**src/rtl/core/vdu_pkg.sv**
```systemverilog
// Shared types, widths and codes for the vector distance unit.
`default_nettype none

package vdu_pkg;

    // Field and datapath widths.
    localparam int ELEM_W     = 16;
    localparam int DIFF_W     = ELEM_W + 1;
    localparam int TERM_W     = 35;
    localparam int ACC_W      = 48;
    localparam int ROOT_W     = 38;
    localparam int REM_W      = ROOT_W + 4;
    localparam int ROOT_STEPS = ROOT_W;
    localparam int STEP_W     = $clog2(ROOT_STEPS);
    localparam int CFG_ADDR_W = 3;

    // Metric codes held in the configuration register; code three acts as dot product.
    localparam logic [1:0] METRIC_EUCLID    = 2'd0;
    localparam logic [1:0] METRIC_MANHATTAN = 2'd1;
    localparam logic [1:0] METRIC_DOT       = 2'd2;

    // Controller states.
    typedef enum logic [2:0] {
        ST_IDLE,
        ST_ACC,
        ST_FIN,
        ST_ROOT,
        ST_PUSH
    } vdu_state_t;

    // Commands from the controller to the datapath.
    typedef struct packed {
        logic load_term;
        logic acc_update;
        logic root_start;
        logic push_out;
    } vdu_cmd_t;

    // Status from the datapath to the controller.
    typedef struct packed {
        logic last_item;
        logic euclid;
        logic root_done;
        logic out_free;
    } vdu_status_t;

endpackage

`default_nettype wire

```
**src/rtl/core/vector_distance_unit.sv**
```systemverilog
// Top level of the vector distance unit: ports, configuration register, assertions.
//
// Usage: pairs of vector elements arrive as beats on the s_ channel, element_a in
// s_tdata[15:0] and element_b in s_tdata[31:16], both signed Q1.14, with s_tlast on
// the final pair. The metric register at address 0 of the APB port selects
// Euclidean distance (0), Manhattan distance (1) or dot product (2, and 3).
// Write it only while no vector is in flight.
// Each pair's term is registered as its beat is taken; the saturating add follows
// in the accumulate state, and no new pair is taken until it is done.
// After the last pair the result beat appears on m_tdata (signed Q19.28) with
// m_tuser set if the accumulator clipped; for Euclidean distance the total first
// passes through the 38-step square-root unit. The next pair is taken once
// the result sits in the output register.
// A stalled receiver holds the result in the output register while the next
// vector streams in; only a further result waits for the slot.
// Reset clears the accumulator, the clip flag, the metric and the output valid.
`default_nettype none

module vector_distance_unit (
    input  wire logic                           aclk,
    input  wire logic                           aresetn,
    // APB configuration port
    input  wire logic                           psel,
    input  wire logic                           penable,
    input  wire logic                           pwrite,
    input  wire logic [vdu_pkg::CFG_ADDR_W-1:0] paddr,
    input  wire logic [31:0]                    pwdata,
    output logic [31:0]                         prdata,
    output logic                                pready,
    // Input channel
    input  wire logic                           s_tvalid,
    output logic                                s_tready,
    input  wire logic [31:0]                    s_tdata,   // element_a [15:0], element_b [31:16]
    input  wire logic                           s_tlast,   // last_element
    // Result channel
    output logic                                m_tvalid,
    input  wire logic                           m_tready,
    output logic [47:0]                         m_tdata,   // distance [47:0]
    output logic                                m_tuser    // saturated [0]
);
    import vdu_pkg::*;

    logic        [1:0] metric_reg;
    logic              cfg_write;
    vdu_cmd_t          cmd;
    vdu_status_t       status;
    vdu_state_t        state;

    // Configuration register; bit 2 of the address picks the register slot.
    assign pready    = 1'b1;
    assign cfg_write = psel && penable && pwrite && pready && (paddr[2] == 1'b0);

    always_ff @(posedge aclk) begin
        if (!aresetn) begin
            metric_reg <= METRIC_EUCLID;
        end else if (cfg_write) begin
            metric_reg <= pwdata[1:0];
        end
    end

    assign prdata = paddr[2] ? 32'd0 : {30'd0, metric_reg};

    vdu_ctrl u_ctrl (
        .aclk     (aclk),
        .aresetn  (aresetn),
        .s_tvalid (s_tvalid),
        .s_tready (s_tready),
        .status   (status),
        .cmd      (cmd),
        .state    (state)
    );

    vdu_datapath u_datapath (
        .aclk     (aclk),
        .aresetn  (aresetn),
        .cmd      (cmd),
        .status   (status),
        .metric   (metric_reg),
        .s_tdata  (s_tdata),
        .s_tlast  (s_tlast),
        .m_tready (m_tready),
        .m_tvalid (m_tvalid),
        .m_tdata  (m_tdata),
        .m_tuser  (m_tuser)
    );

    // A result beat only ever comes from the hand-off state.
    a_result_from_push: assert property (@(posedge aclk) disable iff (!aresetn)
        $rose(m_tvalid) |-> $past(state == ST_PUSH))
        else $error("result beat appeared outside the hand-off state");

    // Taking an input beat never launches a result in the following cycle.
    a_no_result_after_accept: assert property (@(posedge aclk) disable iff (!aresetn)
        (s_tvalid && s_tready) |=> !$rose(m_tvalid))
        else $error("result launched right after an input beat");

    // Reset leaves no result pending.
    a_reset_clears_out: assert property (@(posedge aclk)
        !aresetn |=> !m_tvalid)
        else $error("result valid after reset");

endmodule

`default_nettype wire

```
**src/rtl/core/vdu_sqrt.sv**
```systemverilog
// Digit-by-digit integer square root, one result bit per cycle.
`default_nettype none

module vdu_sqrt (
    input  wire logic                      aclk,
    input  wire logic                      aresetn,
    input  wire logic                      start,
    input  wire logic [vdu_pkg::ACC_W-1:0] radicand,
    output logic                           done,
    output logic [vdu_pkg::ROOT_W-1:0]     root
);
    import vdu_pkg::*;

    logic              busy_reg, busy_next;
    logic              done_reg, done_next;
    logic [STEP_W-1:0] step_reg, step_next;
    logic [ACC_W-1:0]  src_reg, src_next;
    logic [REM_W-1:0]  rem_reg, rem_next;
    logic [ROOT_W-1:0] root_reg, root_next;
    logic [REM_W-1:0]  rem_shift;
    logic [REM_W-1:0]  trial;

    // Bring down the next pair of radicand bits and try the next root bit.
    assign rem_shift = {rem_reg[REM_W-3:0], src_reg[ACC_W-1 -: 2]};
    assign trial     = {2'b00, root_reg, 2'b01};

    always_comb begin
        busy_next = busy_reg;
        done_next = done_reg;
        step_next = step_reg;
        src_next  = src_reg;
        rem_next  = rem_reg;
        root_next = root_reg;
        if (start) begin
            busy_next = 1'b1;
            done_next = 1'b0;
            step_next = '0;
            src_next  = radicand;
            rem_next  = '0;
            root_next = '0;
        end else if (busy_reg) begin
            // Once the radicand is used up, zero pairs shift in for the fraction bits.
            src_next = {src_reg[ACC_W-3:0], 2'b00};
            if (rem_shift >= trial) begin
                rem_next  = rem_shift - trial;
                root_next = {root_reg[ROOT_W-2:0], 1'b1};
            end else begin
                rem_next  = rem_shift;
                root_next = {root_reg[ROOT_W-2:0], 1'b0};
            end
            step_next = step_reg + 1'b1;
            if (step_reg == STEP_W'(ROOT_STEPS - 1)) begin
                busy_next = 1'b0;
                done_next = 1'b1;
            end
        end
    end

    // Control state is reset; the arithmetic registers are loaded on start.
    always_ff @(posedge aclk) begin
        if (!aresetn) begin
            busy_reg <= 1'b0;
            done_reg <= 1'b0;
            step_reg <= '0;
        end else begin
            busy_reg <= busy_next;
            done_reg <= done_next;
            step_reg <= step_next;
        end
    end

    always_ff @(posedge aclk) begin
        src_reg  <= src_next;
        rem_reg  <= rem_next;
        root_reg <= root_next;
    end

    assign done = done_reg;
    assign root = root_reg;

endmodule

`default_nettype wire

```
**src/rtl/core/vdu_ctrl.sv**
```systemverilog
// Controller state machine that sequences accumulation, root and result hand-off.
`default_nettype none

module vdu_ctrl (
    input  wire logic                 aclk,
    input  wire logic                 aresetn,
    input  wire logic                 s_tvalid,
    output logic                      s_tready,
    input  wire vdu_pkg::vdu_status_t status,
    output vdu_pkg::vdu_cmd_t         cmd,
    output vdu_pkg::vdu_state_t       state
);
    import vdu_pkg::*;

    vdu_state_t state_reg, state_next;

    // Next-state logic.
    always_comb begin
        state_next = state_reg;
        unique case (state_reg)
            ST_IDLE: begin
                if (s_tvalid) begin
                    state_next = ST_ACC;
                end
            end
            ST_ACC: begin
                state_next = status.last_item ? ST_FIN : ST_IDLE;
            end
            ST_FIN: begin
                state_next = status.euclid ? ST_ROOT : ST_PUSH;
            end
            ST_ROOT: begin
                if (status.root_done) begin
                    state_next = ST_PUSH;
                end
            end
            ST_PUSH: begin
                if (status.out_free) begin
                    state_next = ST_IDLE;
                end
            end
            default: begin
                state_next = ST_IDLE;
            end
        endcase
    end

    // Output logic.
    always_comb begin
        cmd      = '0;
        s_tready = 1'b0;
        unique case (state_reg)
            ST_IDLE: begin
                s_tready      = 1'b1;
                cmd.load_term = s_tvalid;
            end
            ST_ACC: begin
                cmd.acc_update = 1'b1;
            end
            ST_FIN: begin
                cmd.root_start = status.euclid;
            end
            ST_ROOT: begin
                cmd = '0;
            end
            ST_PUSH: begin
                cmd.push_out = status.out_free;
            end
            default: begin
                cmd = '0;
            end
        endcase
    end

    always_ff @(posedge aclk) begin
        if (!aresetn) begin
            state_reg <= ST_IDLE;
        end else begin
            state_reg <= state_next;
        end
    end

    assign state = state_reg;

endmodule

`default_nettype wire

```
**src/rtl/core/vdu_datapath.sv**
```systemverilog
// Term arithmetic, saturating accumulator, square root and output register.
`default_nettype none

module vdu_datapath (
    input  wire logic                      aclk,
    input  wire logic                      aresetn,
    input  wire vdu_pkg::vdu_cmd_t         cmd,
    output vdu_pkg::vdu_status_t           status,
    input  wire logic [1:0]                metric,
    input  wire logic [2*vdu_pkg::ELEM_W-1:0] s_tdata,
    input  wire logic                      s_tlast,
    input  wire logic                      m_tready,
    output logic                           m_tvalid,
    output logic [vdu_pkg::ACC_W-1:0]      m_tdata,
    output logic                           m_tuser
);
    import vdu_pkg::*;

    logic signed [ELEM_W-1:0]   elem_a;
    logic signed [ELEM_W-1:0]   elem_b;
    logic signed [DIFF_W-1:0]   diff;
    logic        [DIFF_W-1:0]   diff_abs;
    logic signed [2*DIFF_W-1:0] diff_sq;
    logic signed [2*ELEM_W-1:0] dot;
    logic signed [TERM_W-1:0]   term;
    logic signed [ACC_W:0]      sum_wide;
    logic signed [ACC_W-1:0]    sum_sat;
    logic                       clip_now;

    logic signed [TERM_W-1:0] term_reg;
    logic                     last_reg;
    logic                     euclid_reg;
    logic signed [ACC_W-1:0]  acc_reg;
    logic                     clip_reg;
    logic signed [ACC_W-1:0]  fin_reg;
    logic                     fin_clip_reg;
    logic                     out_valid_reg, out_valid_next;
    logic [ACC_W-1:0]         out_data_reg;
    logic                     out_sat_reg;

    logic [ACC_W-1:0]  radicand;
    logic [ROOT_W-1:0] root;
    logic              root_done;

    // Per-pair term, straight from the input beat.
    assign elem_a   = s_tdata[ELEM_W-1:0];
    assign elem_b   = s_tdata[2*ELEM_W-1:ELEM_W];
    assign diff     = DIFF_W'(elem_a) - DIFF_W'(elem_b);
    assign diff_abs = diff[DIFF_W-1] ? DIFF_W'(-diff) : DIFF_W'(diff);
    assign diff_sq  = diff * diff;
    assign dot      = elem_a * elem_b;

    always_comb begin
        case (metric)
            METRIC_EUCLID:    term = TERM_W'(diff_sq);
            METRIC_MANHATTAN: term = {5'b00000, diff_abs[ELEM_W-1:0], 14'b0};
            default:          term = TERM_W'(dot);
        endcase
    end

    // Saturating add of the registered term into the accumulator.
    assign sum_wide = (ACC_W+1)'(acc_reg) + (ACC_W+1)'(term_reg);
    assign clip_now = sum_wide[ACC_W] != sum_wide[ACC_W-1];
    always_comb begin
        if (!clip_now) begin
            sum_sat = sum_wide[ACC_W-1:0];
        end else if (sum_wide[ACC_W]) begin
            sum_sat = {1'b1, {(ACC_W-1){1'b0}}};
        end else begin
            sum_sat = {1'b0, {(ACC_W-1){1'b1}}};
        end
    end

    // Operand capture; the metric of the last pair decides the final operation.
    always_ff @(posedge aclk) begin
        if (cmd.load_term) begin
            term_reg   <= term;
            last_reg   <= s_tlast;
            euclid_reg <= (metric == METRIC_EUCLID);
        end
    end

    // Accumulator and clip flag, cleared once a vector's total moves on.
    always_ff @(posedge aclk) begin
        if (!aresetn) begin
            acc_reg  <= '0;
            clip_reg <= 1'b0;
        end else if (cmd.acc_update) begin
            if (last_reg) begin
                acc_reg  <= '0;
                clip_reg <= 1'b0;
            end else begin
                acc_reg  <= sum_sat;
                clip_reg <= clip_reg | clip_now;
            end
        end
    end

    always_ff @(posedge aclk) begin
        if (cmd.acc_update && last_reg) begin
            fin_reg      <= sum_sat;
            fin_clip_reg <= clip_reg | clip_now;
        end
    end

    // A negative total has a root of zero.
    assign radicand = fin_reg[ACC_W-1] ? '0 : ACC_W'(fin_reg);

    vdu_sqrt u_sqrt (
        .aclk     (aclk),
        .aresetn  (aresetn),
        .start    (cmd.root_start),
        .radicand (radicand),
        .done     (root_done),
        .root     (root)
    );

    // Output register; the slot frees in the same cycle that its beat is taken.
    always_comb begin
        out_valid_next = out_valid_reg;
        if (cmd.push_out) begin
            out_valid_next = 1'b1;
        end else if (m_tready) begin
            out_valid_next = 1'b0;
        end
    end

    always_ff @(posedge aclk) begin
        if (!aresetn) begin
            out_valid_reg <= 1'b0;
        end else begin
            out_valid_reg <= out_valid_next;
        end
    end

    always_ff @(posedge aclk) begin
        if (cmd.push_out) begin
            out_data_reg <= euclid_reg ? ACC_W'(root) : ACC_W'(fin_reg);
            out_sat_reg  <= fin_clip_reg;
        end
    end

    assign status.last_item = last_reg;
    assign status.euclid    = euclid_reg;
    assign status.root_done = root_done;
    assign status.out_free  = !out_valid_reg || m_tready;

    assign m_tvalid = out_valid_reg;
    assign m_tdata  = out_data_reg;
    assign m_tuser  = out_sat_reg;

endmodule

`default_nettype wire
```
**config.mk**
```make
export PLATFORM = sky130hd
export DESIGN_NAME = vector_distance_unit
export DESIGN_NICKNAME = d
export VERILOG_FILES = /design/src/rtl/core/vdu_pkg.sv /design/src/rtl/core/vector_distance_unit.sv /design/src/rtl/core/vdu_sqrt.sv /design/src/rtl/core/vdu_ctrl.sv /design/src/rtl/core/vdu_datapath.sv
export SDC_FILE = /design/constraint.sdc
export NUM_CORES = 2
export LEC_CHECK = 0
export ABC_AREA = 1
export ABC_CLOCK_PERIOD_IN_PS = 10900
export BUFFER_PORTS_ARGS = -buffer_cell sky130_fd_sc_hd__buf_2
export CORE_MARGIN = 2
export CORE_UTILIZATION = 60
export DETAILED_ROUTE_END_ITERATION = 10
export PLACE_DENSITY = 0.86
export REMOVE_ABC_BUFFERS = 1
export SLEW_MARGIN = 20
export SYNTH_ARGS = -nofsm -noshare
export SYNTH_HDL_FRONTEND = slang
export SYNTH_SLANG_ARGS = --single-unit
export TNS_END_PERCENT = 1
```
**constraint.sdc**
```tcl
create_clock -name aclk -period 10.9 [get_ports aclk]
set_clock_uncertainty 0.1 [all_clocks]
set_input_delay 2.18 -clock aclk [delete_from_list [all_inputs] [get_ports aclk]]
set_output_delay 2.18 -clock aclk [all_outputs]
set_load 0.02 [all_outputs]
```
==> metrics.cfg <==
[status]
status = finished, final reports clean

[routing]
drc = 0
ant_nets = 0
avgRoutedWirePerCell_um = 17.7
drt_wl_total_um = 111000
drt_iter0_markers = 2625
dr.pass1.iters = 6
viasPerCell = 5.48
via_count = 34500

[grt]
grt_pass1_wl_um = 182000
antenna_found_initial = 0
grt_use_total_pct = 32.4
grt_start_max_net_pins = 88
grt_overflow = 0
grt_pass1_vias = 35700

[worst_setup_path]
path_class = primary input to flop
cpMaxStageDelayCell = nor4_1
worstPathArrival_ns = 10.31
worstSetupStartpointType = primary input
crit_fanout = 17
cp_slowest_stage_delay_ns = 0.61
crit_top_cell = nand2_1
worst_ep_required_time_ns = 11.04
critPathCaptureType = flop

[sta]
finalHoldViolCount = 0
relSlewSlack_pct = 21.0
post-route-period-util_pct = 93.2
final.setup.tns_ns = 0
maxSlewViolCount = 0
setup_viol = 0
worst_pin_slew_ns = 1.18
fmax_mhz = 98.4
rsz0062_at_grt = false
finalCriticalPeriod_ns = 10.16

[place]
portBuffers = 95
gp_congestion = 1.00
hpwl_um = 90100

[floorplanning]
rows = 95
die_h_um = 266
core_um2 = 67500
die_x_um = 266
dieArea_um2 = 70600
start_util_pct = 60.9
io_pins = 159

[job]
max_cap_violations = 0

[clock_tree]
cts_hold_buf = 0
cts.htree.levels = 2
clock_latency_ns = 0.54
clock_path_buffers = 3
cts_made_buffers = 35
tritoncts = yes
post-cts-setup-buffer-count = 0
cts-root-buf = clkbuf_16
cts.sinks = 323
cts-resized-gates = 0
clkTransAtPathRegs_ns = 0.07

[synthesis]
synthArstFlopShare_pct = 0
synth_area_per_cell_um2 = 7.69
yosysTopAreaCell = fa_1
ys_ff_latch = 323
synthFlopType = edfxtp_1
syn_area_um2 = 41100
synth_top_area_share_pct = 26.0
synth-seq-area-share_pct = 20.2
post-synth-top-count-cell = nand2_1
synth-edff-count = 182
ys_top_cells_by_area = fa_1 (26%), edfxtp_1 (13%), nand2_1 (11%)
synthCells = 5348
synth.distinct_cells = 58
ys_warn_count = 0
netlist_top_cells_count = nand2_1 (1,247), inv_1 (1,204), fa_1 (534)

[finish]
multi_input_area_um2 = 27500
seqCellArea_um2 = 8290
syn2layout_area_growth_pct = 6.08
layout.nets = 6298
layout-drive-gt1-share_pct = 6.23
diodes = 0
final.fill_count = 5813

[min_path]
worst_hold_path_type = flop to flop

## critical path: cells and delay by family
family	cells	cell delay, ns
compound gates	1	0.09
fa+ha+maj	9	4.42
buf+inv	5	0.81
simple gates	19	2.77
## per-layer routing
metal	vias to the layer above	GRT usage [%]	wire length, um
met5	-	0	0
met4	0	17.9	7320
met3	395	4.03	7290
met2	1354	56.1	53800
met1	16400	39.3	43000
li1	16400	-	-
## cell families after synthesis
| logic type | after synthesis | share of synthesized area, % |
|---|---|---|
| other | 2 | 0.0183 |
| XOR/XNOR | 102 | 2.23 |
| adder cells (fa/ha/maj) | 826 | 34.9 |
| flip-flops | 323 | 20.2 |
| buffers and inverters | 1402 | 13.3 |
| AO/OA/AOI/OAI | 701 | 9.52 |
| AND/OR/NAND/NOR | 1992 | 19.8 |
## cell usage in the layout (no fill, tap or decap), drive strengths merged, types with 31 or more instances in the layout
master and instances:
a22oi 37, buf 163, fa 534, conb 31, nand4 43, o21ai 262
ha 292, nand3 165, nand2 1297, edfxtp 182, inv 1221, xnor2 42
a21oi 293, nor2 402, nor3 36, dfxtp 141, clkbuf 46, xor2 60
## worst paths after layout
path                            slack (ns)               startpoint                       to  depth (start not counted)
worst max-delay path                  0.74              s_tdata[16]  u_datapath.term_reg[30]                         34
worst min-delay path                  0.34  u_datapath.fin_clip_reg       u_datapath.m_tuser                          0
worst max register to register        6.82  u_datapath.term_reg[33]   u_datapath.acc_reg[36]                         15
worst min register to register        0.34  u_datapath.fin_clip_reg       u_datapath.m_tuser                          0
## per-stage QoR
stage                     cells  hold WS (ns)  setup WS, ns  utilization, %  instance area [um2]
final                      6297         0.338         0.737            64.6                43600
after global placement     6233         0.314         0.496            62.9                42400
after global routing       6297         0.340         0.346            64.6                43600
after floorplan            5197         0.300          1.11               -                40300
after detailed placement   6233         0.320         0.365            62.9                42400
after CTS                  6297         0.340         0.920            64.6                43600
## final cells by class
cell class | instances | area share (%)
multi-input cells | 3652 | 63.1
clock buffers | 46 | 2.20
flip-flops and latches | 323 | 19.0
repair buffers | 163 | 2.26
clock inverters | 18 | 0.448
well taps | 873 | 2.51
inverters | 1222 | 10.5
Power is left out: the tool's default activity adds up to more than one toggle a clock period on the data nets, which glitch-free logic cannot reach.
